$ cat src/hdl/eegp_pkg.sv
// Package: shared types, codes and constants of the EEG headset packet parser.
`timescale 1ns / 1ps

package eegp_pkg;

    localparam logic [7:0] MAX_PAYLOAD     = 8'd169;
    localparam logic [7:0] SYNC_BYTE       = 8'hAA;
    localparam logic [7:0] CODE_SIGNAL     = 8'h02;
    localparam logic [7:0] CODE_ATTENTION  = 8'h04;
    localparam logic [7:0] CODE_MEDITATION = 8'h05;
    localparam logic [7:0] CODE_BLINK      = 8'h16;
    localparam logic [7:0] CODE_RAW        = 8'h80;
    localparam logic [7:0] CODE_POWERS     = 8'h83;
    localparam logic [7:0] POWERS_LEN      = 8'h18;
    localparam logic [7:0] RAW_LEN         = 8'h02;
    localparam logic [7:0] CODE_IGNORE     = 8'hFF;

    localparam int NUM_BANDS = 8;
    localparam int BAND_AW   = $clog2(NUM_BANDS);
    localparam logic [BAND_AW-1:0] LAST_BAND = BAND_AW'(NUM_BANDS - 1);

    localparam logic [5:0] SEEN_SIGNAL     = 6'h01;
    localparam logic [5:0] SEEN_POWERS     = 6'h02;
    localparam logic [5:0] SEEN_ATTENTION  = 6'h04;
    localparam logic [5:0] SEEN_MEDITATION = 6'h08;
    localparam logic [5:0] SEEN_BLINK      = 6'h10;
    localparam logic [5:0] SEEN_RAW        = 6'h20;

    typedef enum logic [2:0] {
        PH_SYNC1,
        PH_SYNC2,
        PH_LEN,
        PH_PAYLOAD,
        PH_CHECK
    } frame_phase_t;

    typedef enum logic [1:0] {
        RP_CODE,
        RP_VLEN,
        RP_VALUE
    } row_phase_t;

    typedef struct packed {
        logic                 we;
        logic [BAND_AW-1:0]   addr;
        logic [23:0]          data;
    } band_wr_t;

    typedef struct packed {
        logic        checksum_ok;
        logic [5:0]  present_mask;
        logic [7:0]  signal_quality;
        logic [7:0]  attention_level;
        logic [7:0]  meditation_level;
        logic [7:0]  blink_strength;
        logic [15:0] raw_sample;
    } snap_t;

    typedef struct packed {
        logic reads_busy;
        logic any_busy;
    } emit_status_t;

endpackage

$ cat src/hdl/eegp_byte_if.sv
// Interface: byte input channel.
`timescale 1ns / 1ps

interface eegp_byte_if;
    logic       valid;
    logic       ready;
    logic [7:0] rx_byte;

    modport source (output valid, output rx_byte, input ready);
    modport sink   (input valid, input rx_byte, output ready);
endinterface

$ cat src/hdl/eegp_result_if.sv
// Interface: result output channel.
`timescale 1ns / 1ps

interface eegp_result_if;
    logic               valid;
    logic               ready;
    logic               checksum_ok;
    logic [5:0]         present_mask;
    logic [7:0]         signal_quality;
    logic [7:0]         attention_level;
    logic [7:0]         meditation_level;
    logic [7:0]         blink_strength;
    logic signed [15:0] raw_sample;
    logic [2:0]         band_index;
    logic [23:0]        band_power;
    logic               last_of_packet;

    modport source (
        output valid, output checksum_ok, output present_mask, output signal_quality,
        output attention_level, output meditation_level, output blink_strength,
        output raw_sample, output band_index, output band_power, output last_of_packet,
        input ready
    );
    modport sink (
        input valid, input checksum_ok, input present_mask, input signal_quality,
        input attention_level, input meditation_level, input blink_strength,
        input raw_sample, input band_index, input band_power, input last_of_packet,
        output ready
    );
endinterface

$ cat src/hdl/eegp_band_ram.sv
// Band power memory: 8 x 24 bits, one write port, one registered read port.
`timescale 1ns / 1ps

module eegp_band_ram (
    input  logic                        clk,
    input  logic                        rst_n,
    input  eegp_pkg::band_wr_t          wr,
    input  logic                        re,
    input  logic [eegp_pkg::BAND_AW-1:0] raddr,
    output logic [23:0]                 rdata
);

    logic [23:0]                   mem [eegp_pkg::NUM_BANDS];
    logic [eegp_pkg::NUM_BANDS-1:0] valid_reg;
    logic [23:0]                   rdata_reg;

    // entries never written read as zero
    always_ff @(posedge clk or negedge rst_n)
    begin
        if (!rst_n)
        begin
            valid_reg <= '0;
        end
        else if (wr.we)
        begin
            valid_reg[wr.addr] <= 1'b1;
        end
    end

    always_ff @(posedge clk)
    begin
        if (wr.we)
        begin
            mem[wr.addr] <= wr.data;
        end
    end

    always_ff @(posedge clk)
    begin
        if (re)
        begin
            rdata_reg <= valid_reg[raddr] ? mem[raddr] : 24'd0;
        end
    end

    assign rdata = rdata_reg;

endmodule

$ cat src/hdl/eegp_frame_parser.sv
// Frame parser: sync hunt, length, row decoding, checksum and value holds.
`timescale 1ns / 1ps

module eegp_frame_parser (
    input  logic                   clk,
    input  logic                   rst_n,
    eegp_byte_if.sink              rx,
    input  eegp_pkg::emit_status_t st,
    output eegp_pkg::band_wr_t     bw,
    output logic                   snap_load,
    output eegp_pkg::snap_t        snap
);

    eegp_pkg::frame_phase_t       phase_reg, phase_next;
    eegp_pkg::row_phase_t         row_reg, row_next;
    logic [7:0]                   left_reg, left_next;
    logic [7:0]                   sum_reg, sum_next;
    logic [7:0]                   code_reg, code_next;
    logic [7:0]                   rbl_reg, rbl_next;
    logic [15:0]                  va_reg, va_next;
    logic [1:0]                   trip_reg, trip_next;
    logic [eegp_pkg::BAND_AW-1:0] bidx_reg, bidx_next;
    logic [5:0]                   seen_reg, seen_next;
    logic [7:0]                   qual_reg, qual_next;
    logic [7:0]                   att_reg, att_next;
    logic [7:0]                   med_reg, med_next;
    logic [7:0]                   blink_reg, blink_next;
    logic [15:0]                  raw_reg, raw_next;
    logic                         ready;
    logic                         accept;
    logic [7:0]                   b;

    assign b      = rx.rx_byte;
    assign accept = rx.valid && ready;
    assign rx.ready = ready;

    // payload waits for pending band reads; checksum waits for an idle emitter
    always_comb
    begin
        case (phase_reg)
            eegp_pkg::PH_PAYLOAD: ready = !st.reads_busy;
            eegp_pkg::PH_CHECK:   ready = !st.any_busy;
            default:              ready = 1'b1;
        endcase
    end

    always_comb
    begin
        phase_next = phase_reg;
        row_next   = row_reg;
        left_next  = left_reg;
        sum_next   = sum_reg;
        code_next  = code_reg;
        rbl_next   = rbl_reg;
        va_next    = va_reg;
        trip_next  = trip_reg;
        bidx_next  = bidx_reg;
        seen_next  = seen_reg;
        qual_next  = qual_reg;
        att_next   = att_reg;
        med_next   = med_reg;
        blink_next = blink_reg;
        raw_next   = raw_reg;
        bw         = '0;
        snap_load  = 1'b0;

        snap.checksum_ok      = (~sum_reg == b);
        snap.present_mask     = seen_reg;
        snap.signal_quality   = qual_reg;
        snap.attention_level  = att_reg;
        snap.meditation_level = med_reg;
        snap.blink_strength   = blink_reg;
        snap.raw_sample       = raw_reg;

        if (accept)
        begin
            case (phase_reg)
                eegp_pkg::PH_SYNC1:
                begin
                    if (b == eegp_pkg::SYNC_BYTE)
                    begin
                        phase_next = eegp_pkg::PH_SYNC2;
                    end
                end
                eegp_pkg::PH_SYNC2:
                begin
                    phase_next = (b == eegp_pkg::SYNC_BYTE) ? eegp_pkg::PH_LEN
                                                            : eegp_pkg::PH_SYNC1;
                end
                eegp_pkg::PH_LEN:
                begin
                    if (b == eegp_pkg::SYNC_BYTE)
                    begin
                        phase_next = eegp_pkg::PH_LEN;
                    end
                    else if (b > eegp_pkg::MAX_PAYLOAD)
                    begin
                        phase_next = eegp_pkg::PH_SYNC1;
                    end
                    else
                    begin
                        left_next  = b;
                        sum_next   = 8'd0;
                        seen_next  = 6'd0;
                        row_next   = eegp_pkg::RP_CODE;
                        phase_next = (b == 8'd0) ? eegp_pkg::PH_CHECK
                                                 : eegp_pkg::PH_PAYLOAD;
                    end
                end
                eegp_pkg::PH_PAYLOAD:
                begin
                    sum_next  = sum_reg + b;
                    left_next = left_reg - 8'd1;
                    if (left_reg == 8'd1)
                    begin
                        phase_next = eegp_pkg::PH_CHECK;
                    end
                    case (row_reg)
                        eegp_pkg::RP_VLEN:
                        begin
                            rbl_next = b;
                            if ((code_reg == eegp_pkg::CODE_RAW && b != eegp_pkg::RAW_LEN) ||
                                (code_reg == eegp_pkg::CODE_POWERS &&
                                 b != eegp_pkg::POWERS_LEN))
                            begin
                                code_next = eegp_pkg::CODE_IGNORE;
                            end
                            row_next = (b == 8'd0) ? eegp_pkg::RP_CODE : eegp_pkg::RP_VALUE;
                        end
                        eegp_pkg::RP_VALUE:
                        begin
                            va_next  = {va_reg[7:0], b};
                            rbl_next = rbl_reg - 8'd1;
                            if (code_reg == eegp_pkg::CODE_POWERS)
                            begin
                                if (trip_reg == 2'd2)
                                begin
                                    bw.we     = 1'b1;
                                    bw.addr   = bidx_reg;
                                    bw.data   = {va_reg, b};
                                    trip_next = 2'd0;
                                    bidx_next = bidx_reg + 1'b1;
                                    if (bidx_reg == eegp_pkg::LAST_BAND)
                                    begin
                                        seen_next = seen_next | eegp_pkg::SEEN_POWERS;
                                    end
                                end
                                else
                                begin
                                    trip_next = trip_reg + 2'd1;
                                end
                            end
                            if (rbl_reg == 8'd1)
                            begin
                                case (code_reg)
                                    eegp_pkg::CODE_SIGNAL:
                                    begin
                                        qual_next = b;
                                        seen_next = seen_next | eegp_pkg::SEEN_SIGNAL;
                                    end
                                    eegp_pkg::CODE_ATTENTION:
                                    begin
                                        att_next  = b;
                                        seen_next = seen_next | eegp_pkg::SEEN_ATTENTION;
                                    end
                                    eegp_pkg::CODE_MEDITATION:
                                    begin
                                        med_next  = b;
                                        seen_next = seen_next | eegp_pkg::SEEN_MEDITATION;
                                    end
                                    eegp_pkg::CODE_BLINK:
                                    begin
                                        blink_next = b;
                                        seen_next  = seen_next | eegp_pkg::SEEN_BLINK;
                                    end
                                    eegp_pkg::CODE_RAW:
                                    begin
                                        raw_next  = {va_reg[7:0], b};
                                        seen_next = seen_next | eegp_pkg::SEEN_RAW;
                                    end
                                    default:
                                    begin
                                        seen_next = seen_next;
                                    end
                                endcase
                                row_next = eegp_pkg::RP_CODE;
                            end
                        end
                        default:
                        begin
                            code_next = b;
                            trip_next = 2'd0;
                            bidx_next = '0;
                            if (b >= eegp_pkg::CODE_RAW)
                            begin
                                row_next = eegp_pkg::RP_VLEN;
                            end
                            else
                            begin
                                rbl_next = 8'd1;
                                row_next = eegp_pkg::RP_VALUE;
                            end
                        end
                    endcase
                end
                eegp_pkg::PH_CHECK:
                begin
                    snap_load  = 1'b1;
                    phase_next = eegp_pkg::PH_SYNC1;
                end
                default:
                begin
                    phase_next = eegp_pkg::PH_SYNC1;
                end
            endcase
        end
    end

    always_ff @(posedge clk or negedge rst_n)
    begin
        if (!rst_n)
        begin
            phase_reg <= eegp_pkg::PH_SYNC1;
            row_reg   <= eegp_pkg::RP_CODE;
            left_reg  <= 8'd0;
            sum_reg   <= 8'd0;
            code_reg  <= 8'd0;
            rbl_reg   <= 8'd0;
            va_reg    <= 16'd0;
            trip_reg  <= 2'd0;
            bidx_reg  <= '0;
            seen_reg  <= 6'd0;
            qual_reg  <= 8'd0;
            att_reg   <= 8'd0;
            med_reg   <= 8'd0;
            blink_reg <= 8'd0;
            raw_reg   <= 16'd0;
        end
        else
        begin
            phase_reg <= phase_next;
            row_reg   <= row_next;
            left_reg  <= left_next;
            sum_reg   <= sum_next;
            code_reg  <= code_next;
            rbl_reg   <= rbl_next;
            va_reg    <= va_next;
            trip_reg  <= trip_next;
            bidx_reg  <= bidx_next;
            seen_reg  <= seen_next;
            qual_reg  <= qual_next;
            att_reg   <= att_next;
            med_reg   <= med_next;
            blink_reg <= blink_next;
            raw_reg   <= raw_next;
        end
    end

endmodule

$ cat src/hdl/eegp_result_emitter.sv
// Result emitter: reads the eight band powers and drives the result channel.
`timescale 1ns / 1ps

module eegp_result_emitter (
    input  logic                         clk,
    input  logic                         rst_n,
    input  logic                         snap_load,
    input  eegp_pkg::snap_t              snap,
    output eegp_pkg::emit_status_t       st,
    output logic                         re,
    output logic [eegp_pkg::BAND_AW-1:0] raddr,
    input  logic [23:0]                  rdata,
    eegp_result_if.source                res
);

    eegp_pkg::snap_t              snap_reg;
    logic                         rd_active_reg, rd_active_next;
    logic [eegp_pkg::BAND_AW-1:0] rd_idx_reg, rd_idx_next;
    logic                         r_v_reg, r_v_next;
    logic [eegp_pkg::BAND_AW-1:0] r_idx_reg;
    logic                         o_v_reg, o_v_next;
    logic [eegp_pkg::BAND_AW-1:0] o_idx_reg;
    logic [23:0]                  o_pow_reg;
    logic                         load_o;
    logic                         issue;

    assign load_o = r_v_reg && (!o_v_reg || res.ready);
    assign issue  = rd_active_reg && (!r_v_reg || load_o);
    assign re     = issue;
    assign raddr  = rd_idx_reg;

    assign st.reads_busy = rd_active_reg;
    assign st.any_busy   = rd_active_reg || r_v_reg || o_v_reg;

    always_comb
    begin
        rd_active_next = rd_active_reg;
        rd_idx_next    = rd_idx_reg;
        if (snap_load)
        begin
            rd_active_next = 1'b1;
            rd_idx_next    = '0;
        end
        else if (issue)
        begin
            rd_idx_next = rd_idx_reg + 1'b1;
            if (rd_idx_reg == eegp_pkg::LAST_BAND)
            begin
                rd_active_next = 1'b0;
            end
        end
        r_v_next = issue ? 1'b1 : (load_o ? 1'b0 : r_v_reg);
        o_v_next = load_o ? 1'b1 : (res.ready ? 1'b0 : o_v_reg);
    end

    always_ff @(posedge clk or negedge rst_n)
    begin
        if (!rst_n)
        begin
            rd_active_reg <= 1'b0;
            rd_idx_reg    <= '0;
            r_v_reg       <= 1'b0;
            o_v_reg       <= 1'b0;
        end
        else
        begin
            rd_active_reg <= rd_active_next;
            rd_idx_reg    <= rd_idx_next;
            r_v_reg       <= r_v_next;
            o_v_reg       <= o_v_next;
        end
    end

    always_ff @(posedge clk)
    begin
        if (snap_load)
        begin
            snap_reg <= snap;
        end
        if (issue)
        begin
            r_idx_reg <= rd_idx_reg;
        end
        if (load_o)
        begin
            o_idx_reg <= r_idx_reg;
            o_pow_reg <= rdata;
        end
    end

    assign res.valid            = o_v_reg;
    assign res.checksum_ok      = snap_reg.checksum_ok;
    assign res.present_mask     = snap_reg.present_mask;
    assign res.signal_quality   = snap_reg.signal_quality;
    assign res.attention_level  = snap_reg.attention_level;
    assign res.meditation_level = snap_reg.meditation_level;
    assign res.blink_strength   = snap_reg.blink_strength;
    assign res.raw_sample       = $signed(snap_reg.raw_sample);
    assign res.band_index       = o_idx_reg;
    assign res.band_power       = o_pow_reg;
    assign res.last_of_packet   = (o_idx_reg == eegp_pkg::LAST_BAND);

    a_start_idle: assert property (@(posedge clk) disable iff (!rst_n)
        snap_load |-> !(rd_active_reg || r_v_reg || o_v_reg))
        else $error("new packet result set while emitter busy");

    a_read_hold: assert property (@(posedge clk) disable iff (!rst_n)
        r_v_reg && !load_o |=> r_v_reg && $stable(r_idx_reg))
        else $error("read stage dropped while output stalled");

    a_order: assert property (@(posedge clk) disable iff (!rst_n)
        load_o && o_v_reg && (o_idx_reg != eegp_pkg::LAST_BAND) |->
            r_idx_reg == o_idx_reg + 1'b1)
        else $error("band results out of order");

endmodule

$ cat src/hdl/eeg_headset_packet_parser_core.sv
// Top level: EEG headset packet parser.
// Throughput: one received byte per cycle; payload bytes wait while band reads of the
// previous packet are still being issued, the checksum byte waits until all eight
// results of the previous packet have been transferred.
// Results: band reads start after the checksum byte transfer, then one per cycle while
// the sink is ready (bounded by the single read port of the band memory).
// Reset: asynchronous, active low; parser hunts for sync, holds and band powers read as zero.
`timescale 1ns / 1ps

module eeg_headset_packet_parser_core (
    input  logic          clk,
    input  logic          rst_n,
    eegp_byte_if.sink     rx,
    eegp_result_if.source res
);

    eegp_pkg::emit_status_t       st;
    eegp_pkg::band_wr_t           bw;
    eegp_pkg::snap_t              snap;
    logic                         snap_load;
    logic                         re;
    logic [eegp_pkg::BAND_AW-1:0] raddr;
    logic [23:0]                  rdata;

    eegp_frame_parser u_parser (
        .clk       (clk),
        .rst_n     (rst_n),
        .rx        (rx),
        .st        (st),
        .bw        (bw),
        .snap_load (snap_load),
        .snap      (snap)
    );

    eegp_band_ram u_ram (
        .clk   (clk),
        .rst_n (rst_n),
        .wr    (bw),
        .re    (re),
        .raddr (raddr),
        .rdata (rdata)
    );

    eegp_result_emitter u_emit (
        .clk       (clk),
        .rst_n     (rst_n),
        .snap_load (snap_load),
        .snap      (snap),
        .st        (st),
        .re        (re),
        .raddr     (raddr),
        .rdata     (rdata),
        .res       (res)
    );

endmodule

$ cat src/flat_wrapper.sv
// flat-port wrapper written by rule: the top's interface ports become plain ports
module eeg_headset_packet_parser_core_flat 
  (clk, rst_n, rx_valid, rx_rx_byte, rx_ready, res_valid, res_checksum_ok, res_present_mask, res_signal_quality, res_attention_level, res_meditation_level, res_blink_strength, res_raw_sample, res_band_index, res_band_power, res_last_of_packet, res_ready);
  eegp_byte_if rx_i ();
  eegp_result_if res_i ();
  input  logic clk;
  input  logic rst_n;
  input wire logic [$bits(rx_i.valid)-1:0] rx_valid;
  input wire logic [$bits(rx_i.rx_byte)-1:0] rx_rx_byte;
  output wire logic [$bits(rx_i.ready)-1:0] rx_ready;
  output wire logic [$bits(res_i.valid)-1:0] res_valid;
  output wire logic [$bits(res_i.checksum_ok)-1:0] res_checksum_ok;
  output wire logic [$bits(res_i.present_mask)-1:0] res_present_mask;
  output wire logic [$bits(res_i.signal_quality)-1:0] res_signal_quality;
  output wire logic [$bits(res_i.attention_level)-1:0] res_attention_level;
  output wire logic [$bits(res_i.meditation_level)-1:0] res_meditation_level;
  output wire logic [$bits(res_i.blink_strength)-1:0] res_blink_strength;
  output wire logic [$bits(res_i.raw_sample)-1:0] res_raw_sample;
  output wire logic [$bits(res_i.band_index)-1:0] res_band_index;
  output wire logic [$bits(res_i.band_power)-1:0] res_band_power;
  output wire logic [$bits(res_i.last_of_packet)-1:0] res_last_of_packet;
  input wire logic [$bits(res_i.ready)-1:0] res_ready;
  assign rx_i.valid = rx_valid;
  assign rx_i.rx_byte = rx_rx_byte;
  assign rx_ready = rx_i.ready;
  assign res_valid = res_i.valid;
  assign res_checksum_ok = res_i.checksum_ok;
  assign res_present_mask = res_i.present_mask;
  assign res_signal_quality = res_i.signal_quality;
  assign res_attention_level = res_i.attention_level;
  assign res_meditation_level = res_i.meditation_level;
  assign res_blink_strength = res_i.blink_strength;
  assign res_raw_sample = res_i.raw_sample;
  assign res_band_index = res_i.band_index;
  assign res_band_power = res_i.band_power;
  assign res_last_of_packet = res_i.last_of_packet;
  assign res_i.ready = res_ready;
  eeg_headset_packet_parser_core u_core (.clk(clk), .rst_n(rst_n), .rx(rx_i), .res(res_i));
endmodule
$ cat config.mk
export PLATFORM = sky130hd
export DESIGN_NAME = eeg_headset_packet_parser_core_flat
export DESIGN_NICKNAME = d
export VERILOG_FILES = /design/src/hdl/eegp_pkg.sv /design/src/hdl/eegp_byte_if.sv /design/src/hdl/eegp_result_if.sv /design/src/hdl/eegp_band_ram.sv /design/src/hdl/eegp_frame_parser.sv /design/src/hdl/eegp_result_emitter.sv /design/src/hdl/eeg_headset_packet_parser_core.sv /design/src/flat_wrapper.sv
export SDC_FILE = /design/constraint.sdc
export NUM_CORES = 1
export LEC_CHECK = 0
export ABC_AREA = 1
export BUFFER_PORTS_ARGS = -buffer_cell sky130_fd_sc_hd__buf_2
export CAP_MARGIN = 20
export CORE_AREA = 2 2 168 170
export DETAILED_ROUTE_END_ITERATION = 7
export DIE_AREA = 0 0 170 172
export PLACE_DENSITY_LB_ADDON = 0.3
export REMOVE_ABC_BUFFERS = 1
export SYNTH_ARGS = -nofsm -noshare
export SYNTH_HDL_FRONTEND = slang
export SYNTH_SLANG_ARGS = --single-unit
$ cat constraint.sdc
create_clock -name clk -period 7.6 [get_ports clk]
set_input_delay 0.38 -clock clk [delete_from_list [all_inputs] [get_ports clk]]
set_output_delay 0.38 -clock clk [all_outputs]
set_load 0.05 [all_outputs]
==> results.txt <==
- HPWL Detailed: 23390 µm
- Critical setup path kind: reg2reg
* DRC violation count after routing: 0
- Portion of total power attributed to the clock network: 0.350
- In this run the worst path has a maximum fanout of 33.
- The design draws 6306 µW.
- The worst path needs 3704 ps of the cycle, external delays included.
- Depth of the worst register-to-register path: 9
- The count of nets left with antenna violations once routing finished came out at 0.
- Setup violations remaining at the end of the flow were counted as 0.
* Critical path data required time: 7750 ps
* Overall die height: 172 µm
- In this run the core area contains 61 standard-cell rows.
* Clock Tree Root: sky130_fd_sc_hd__clkbuf_16
- Share of power burned in combinational logic: 0.218
* Crit path setup slack, layout: 3896 ps
* Count of maximum capacitance violations: 0
* Reported net switching power: 1925 µW
- The worst hold path passes through 2 cells.
- Routability congestion estimate from global placement: 0.9500
* Number of levels the H-tree was split into: 2
* Worst reg2reg endpoint: u_core.u_ram.mem[1][5]
- Summed over all failing endpoints, the final setup total negative slack is 0 ps.
* Seq cells post-synth: 427
- Proportion of power drawn by flip-flops and latches: 0.433
- Cells traversed along the worst timing path: inv_2 -> nand3_2 -> nand2_1 -> nand2_1 -> a21oi_2 -> nand2_4 -> nor2_4 -> nand3_1 -> nor2_4
- Largest register FFs: 192
- First-pass GRT wire length: 62530 µm
- DP Worst Slack: 3968 ps
* Peak Freq: 0.2700 GHz
- The startpoint identified for the worst hold timing path is res_ready.
- Layout Nets: 1732
* Clk pin slew, worst setup/hold paths: 60 ps
- The tightest min-delay check is of the in2reg type.
- Power per standard cell area: 315.7 nW/µm²
- Commonest register cell after synthesis: sky130_fd_sc_hd__edfxtp_1
- Cell area after synthesis: 17660 µm²
- Routed length per instance: 19.37 µm
- Wire length reported by the detailed router: 40340 µm
- Number of hold violations in the final report: 0
* Pins Over Slew Limit: 0
- Summed over all cells, the static leakage comes to 0.008371 µW.
* Worst endpoint data arrival time: 3850 ps
- After floorplanning, the core was sized to cover 27480 µm².
* Kind of start point of the critical path: register
- The path with the worst hold slack has its endpoint at u_core.u_emit.res.valid.
- The internal portion of the total power is 4382 µW.
* Vias in the first global route: 12020
- Detailed-routing iteration count for the pre-antenna-repair pass: 6
- Signed area change from the synthesized netlist to the final layout: 13.13%
- Of the total power, the share spent switching nets is 0.3052.
- Number of buffer cells added on primary ports: 96
- For this design, the slowest cell found on the critical path is sky130_fd_sc_hd__nor2_4.
- Maximum number of pins on one net before global-route repair: 100
* Number of primary I/O pins: 97
- Measured on the finished design, the core utilization comes to 0.7270.
- Headroom to the max-slew limit came out at 0.2968.
- Clock tree from TritonCTS: built
- Fraction of registers with async set/reset: 0.2951
- Die Area: 29240 µm²
* Fin crit share: 0.4874
- Antenna diode count: 0
* GRT Resource Usage Total: 0.2807
- Of the cells placed in the final design, the portion with a size suffix greater than 1 is 0.1244.
* Total of warnings raised by yosys: 0
* Flop2flop setup slack: 3900 ps
- In the routed layout, each cell is associated on average with a via count of 5.891.
* IR drop worst, VDD: 0.1991 mV
* Number of vias in the routed layout: 12270
- Buffer depth of the longest clock path: 3
* Average cell area after synthesis: 10.94 µm²
- Clock Sink Count: 427
- Critical register-to-register path startpoint: u_core.u_parser.phase_reg[2]
* Instance count of the mapped netlist: 1614
* Clock network latency to the later pin of the worst-skew pair: 550 ps
- In this run the horizontal extent of the chip is 170 µm.
- At the pin with the least slew margin, the transition time is 1055 ps.
- Setup repair after global routing missed its margin: false
- Post-route clock skew: 23.89 ps
* Register area share after synthesis: 0.6905
- Distinct cells, synth: 40
- Kind of end point of the critical path: register
- Outcome: finished, final reports clean
- Grt total ovfl: 0
* Slowest cell delay on critical path: 780 ps
- Violation count after the first detailed-route iteration: 1352
* Number of flops mapped to enable cells by yosys: 301
* Starting utilization of the core area: 0.6426
* Post-CTS Setup Bufs: 0
- The initial antenna violation count was 0.
- Counting the buffers created by CTS gives 42.
-- critical path, delay by kind of cell, from the launching register on --
kind	cells	cell delay (ps)
AO/OA/AOI/OAI	1	610
buffers and inverters	1	90
flip-flops	1	400
AND/OR/NAND/NOR	7	2210
-- worst max path at each step --
| stage | from | end | slack, ps | cells after the start |
|---|---|---|---|---|
| after floorplan | u_core.u_parser.phase_reg[2] | u_core.u_emit.raddr[0] | 3080 | 10 |
| after global placement | u_core.u_parser.phase_reg[2] | u_core.u_ram.mem[0][17] | 4070 | 9 |
| after detailed placement | u_core.u_parser.phase_reg[2] | u_core.u_ram.mem[1][15] | 3970 | 9 |
| after CTS | u_core.u_parser.phase_reg[2] | u_core.u_ram.mem[0][5] | 3950 | 9 |
| after global routing | u_core.u_parser.phase_reg[2] | u_core.u_ram.mem[1][7] | 3670 | 9 |
| final | u_core.u_parser.phase_reg[2] | u_core.u_ram.mem[1][5] | 3900 | 9 |
-- cell usage in the layout (no fill, tap or decap), types with 7 or more instances in the layout --
cell type,instances
sky130_fd_sc_hd__bufinv_16,9
sky130_fd_sc_hd__a21oi_1,15
sky130_fd_sc_hd__clkbuf_16,42
sky130_fd_sc_hd__o22ai_1,52
sky130_fd_sc_hd__o21ai_1,24
sky130_fd_sc_hd__inv_2,7
sky130_fd_sc_hd__clkbuf_1,7
sky130_fd_sc_hd__buf_2,95
sky130_fd_sc_hd__nor3_1,7
sky130_fd_sc_hd__nor2_1,193
sky130_fd_sc_hd__nor2_4,9
sky130_fd_sc_hd__dfrtp_1,125
sky130_fd_sc_hd__ha_1,17
sky130_fd_sc_hd__edfxtp_1,301
sky130_fd_sc_hd__nand2_1,399
sky130_fd_sc_hd__nand3_1,43
sky130_fd_sc_hd__clkinv_1,8
sky130_fd_sc_hd__nand4_1,15
sky130_fd_sc_hd__buf_4,13
sky130_fd_sc_hd__inv_1,115
sky130_fd_sc_hd__o21ai_0,174
-- metal layers --
metal	part of all wire	GRT usage	up-vias
li1	-	-	5653
met1	0.39	0.3538	5916
met2	0.49	0.4804	577
met3	0.081	0.05356	120
met4	0.037	0.1234	0
met5	0	0	-
-- cell usage after synthesis, types with 15 or more instances --
| library cell | number | share of area |
|---|---|---|
| sky130_fd_sc_hd__clkbuf_1 | 44 | 0.0094 |
| sky130_fd_sc_hd__nand2_1 | 399 | 0.085 |
| sky130_fd_sc_hd__o21ai_1 | 24 | 0.0068 |
| sky130_fd_sc_hd__nand4_1 | 15 | 0.0053 |
| sky130_fd_sc_hd__o21ai_0 | 174 | 0.049 |
| sky130_fd_sc_hd__edfxtp_1 | 301 | 0.51 |
| sky130_fd_sc_hd__ha_1 | 17 | 0.012 |
| sky130_fd_sc_hd__inv_1 | 116 | 0.025 |
| sky130_fd_sc_hd__o22ai_1 | 52 | 0.018 |
| sky130_fd_sc_hd__buf_2 | 15 | 0.0043 |
| sky130_fd_sc_hd__a21oi_1 | 16 | 0.0045 |
| sky130_fd_sc_hd__nand3_1 | 43 | 0.012 |
| sky130_fd_sc_hd__dfrtp_1 | 126 | 0.18 |
| sky130_fd_sc_hd__nor2_1 | 202 | 0.043 |
-- stage by stage --
| stage | cells | area [µm²] | hold WS, ps |
|---|---|---|---|
| floorplan | 1547 | 17340 | 84.41 |
| global placement | 2001 | 18420 | 401.2 |
| detailed placement | 2001 | 18420 | 408.0 |
| CTS | 2080 | 19920 | 39.44 |
| global route | 2082 | 19970 | 76.92 |
| finish | 2082 | 19970 | 60.17 |
-- cells by family after synthesis --
group / count (synthesis) / synth area share
AOI/OAI and AO/OA: 279 / 0.08447
xor gates and xnor gates: 5 / 0.002480
and+or+nand+nor: 693 / 0.1644
adders and majority gates: 18 / 0.01318
DFF: 427 / 0.6905
buffers and inverters: 192 / 0.04493
-- area by class of cell --
type / instances / area [µm²]
fill: 1767 / 7502
timing repair buffer: 111 / 638.1
multi-input combinational: 995 / 4750
sequential: 427 / 12190
tap: 346 / 432.9
clock buffer: 51 / 1105
inverter: 125 / 474.2
clock inverter: 27 / 381.6
-- power by group through the flow --
stage	clock [µW]	combinational [µW]	sequential, µW
2_1_floorplan	0	673	2990
3_3_place_gp	0	1280	2770
3_5_place_dp	0	1320	2780
4_1_cts	2220	1340	2730
5_1_grt	2300	1520	2740
6_report	2210	1370	2730
-- repair_timing --
item | 4_1_cts | 5_1_grt
resized for setup | 0 | 0
hold buffers | 1 | 0
endpoints found under the hold margin | 47 | 0
(Power assumes the default switching activity.)
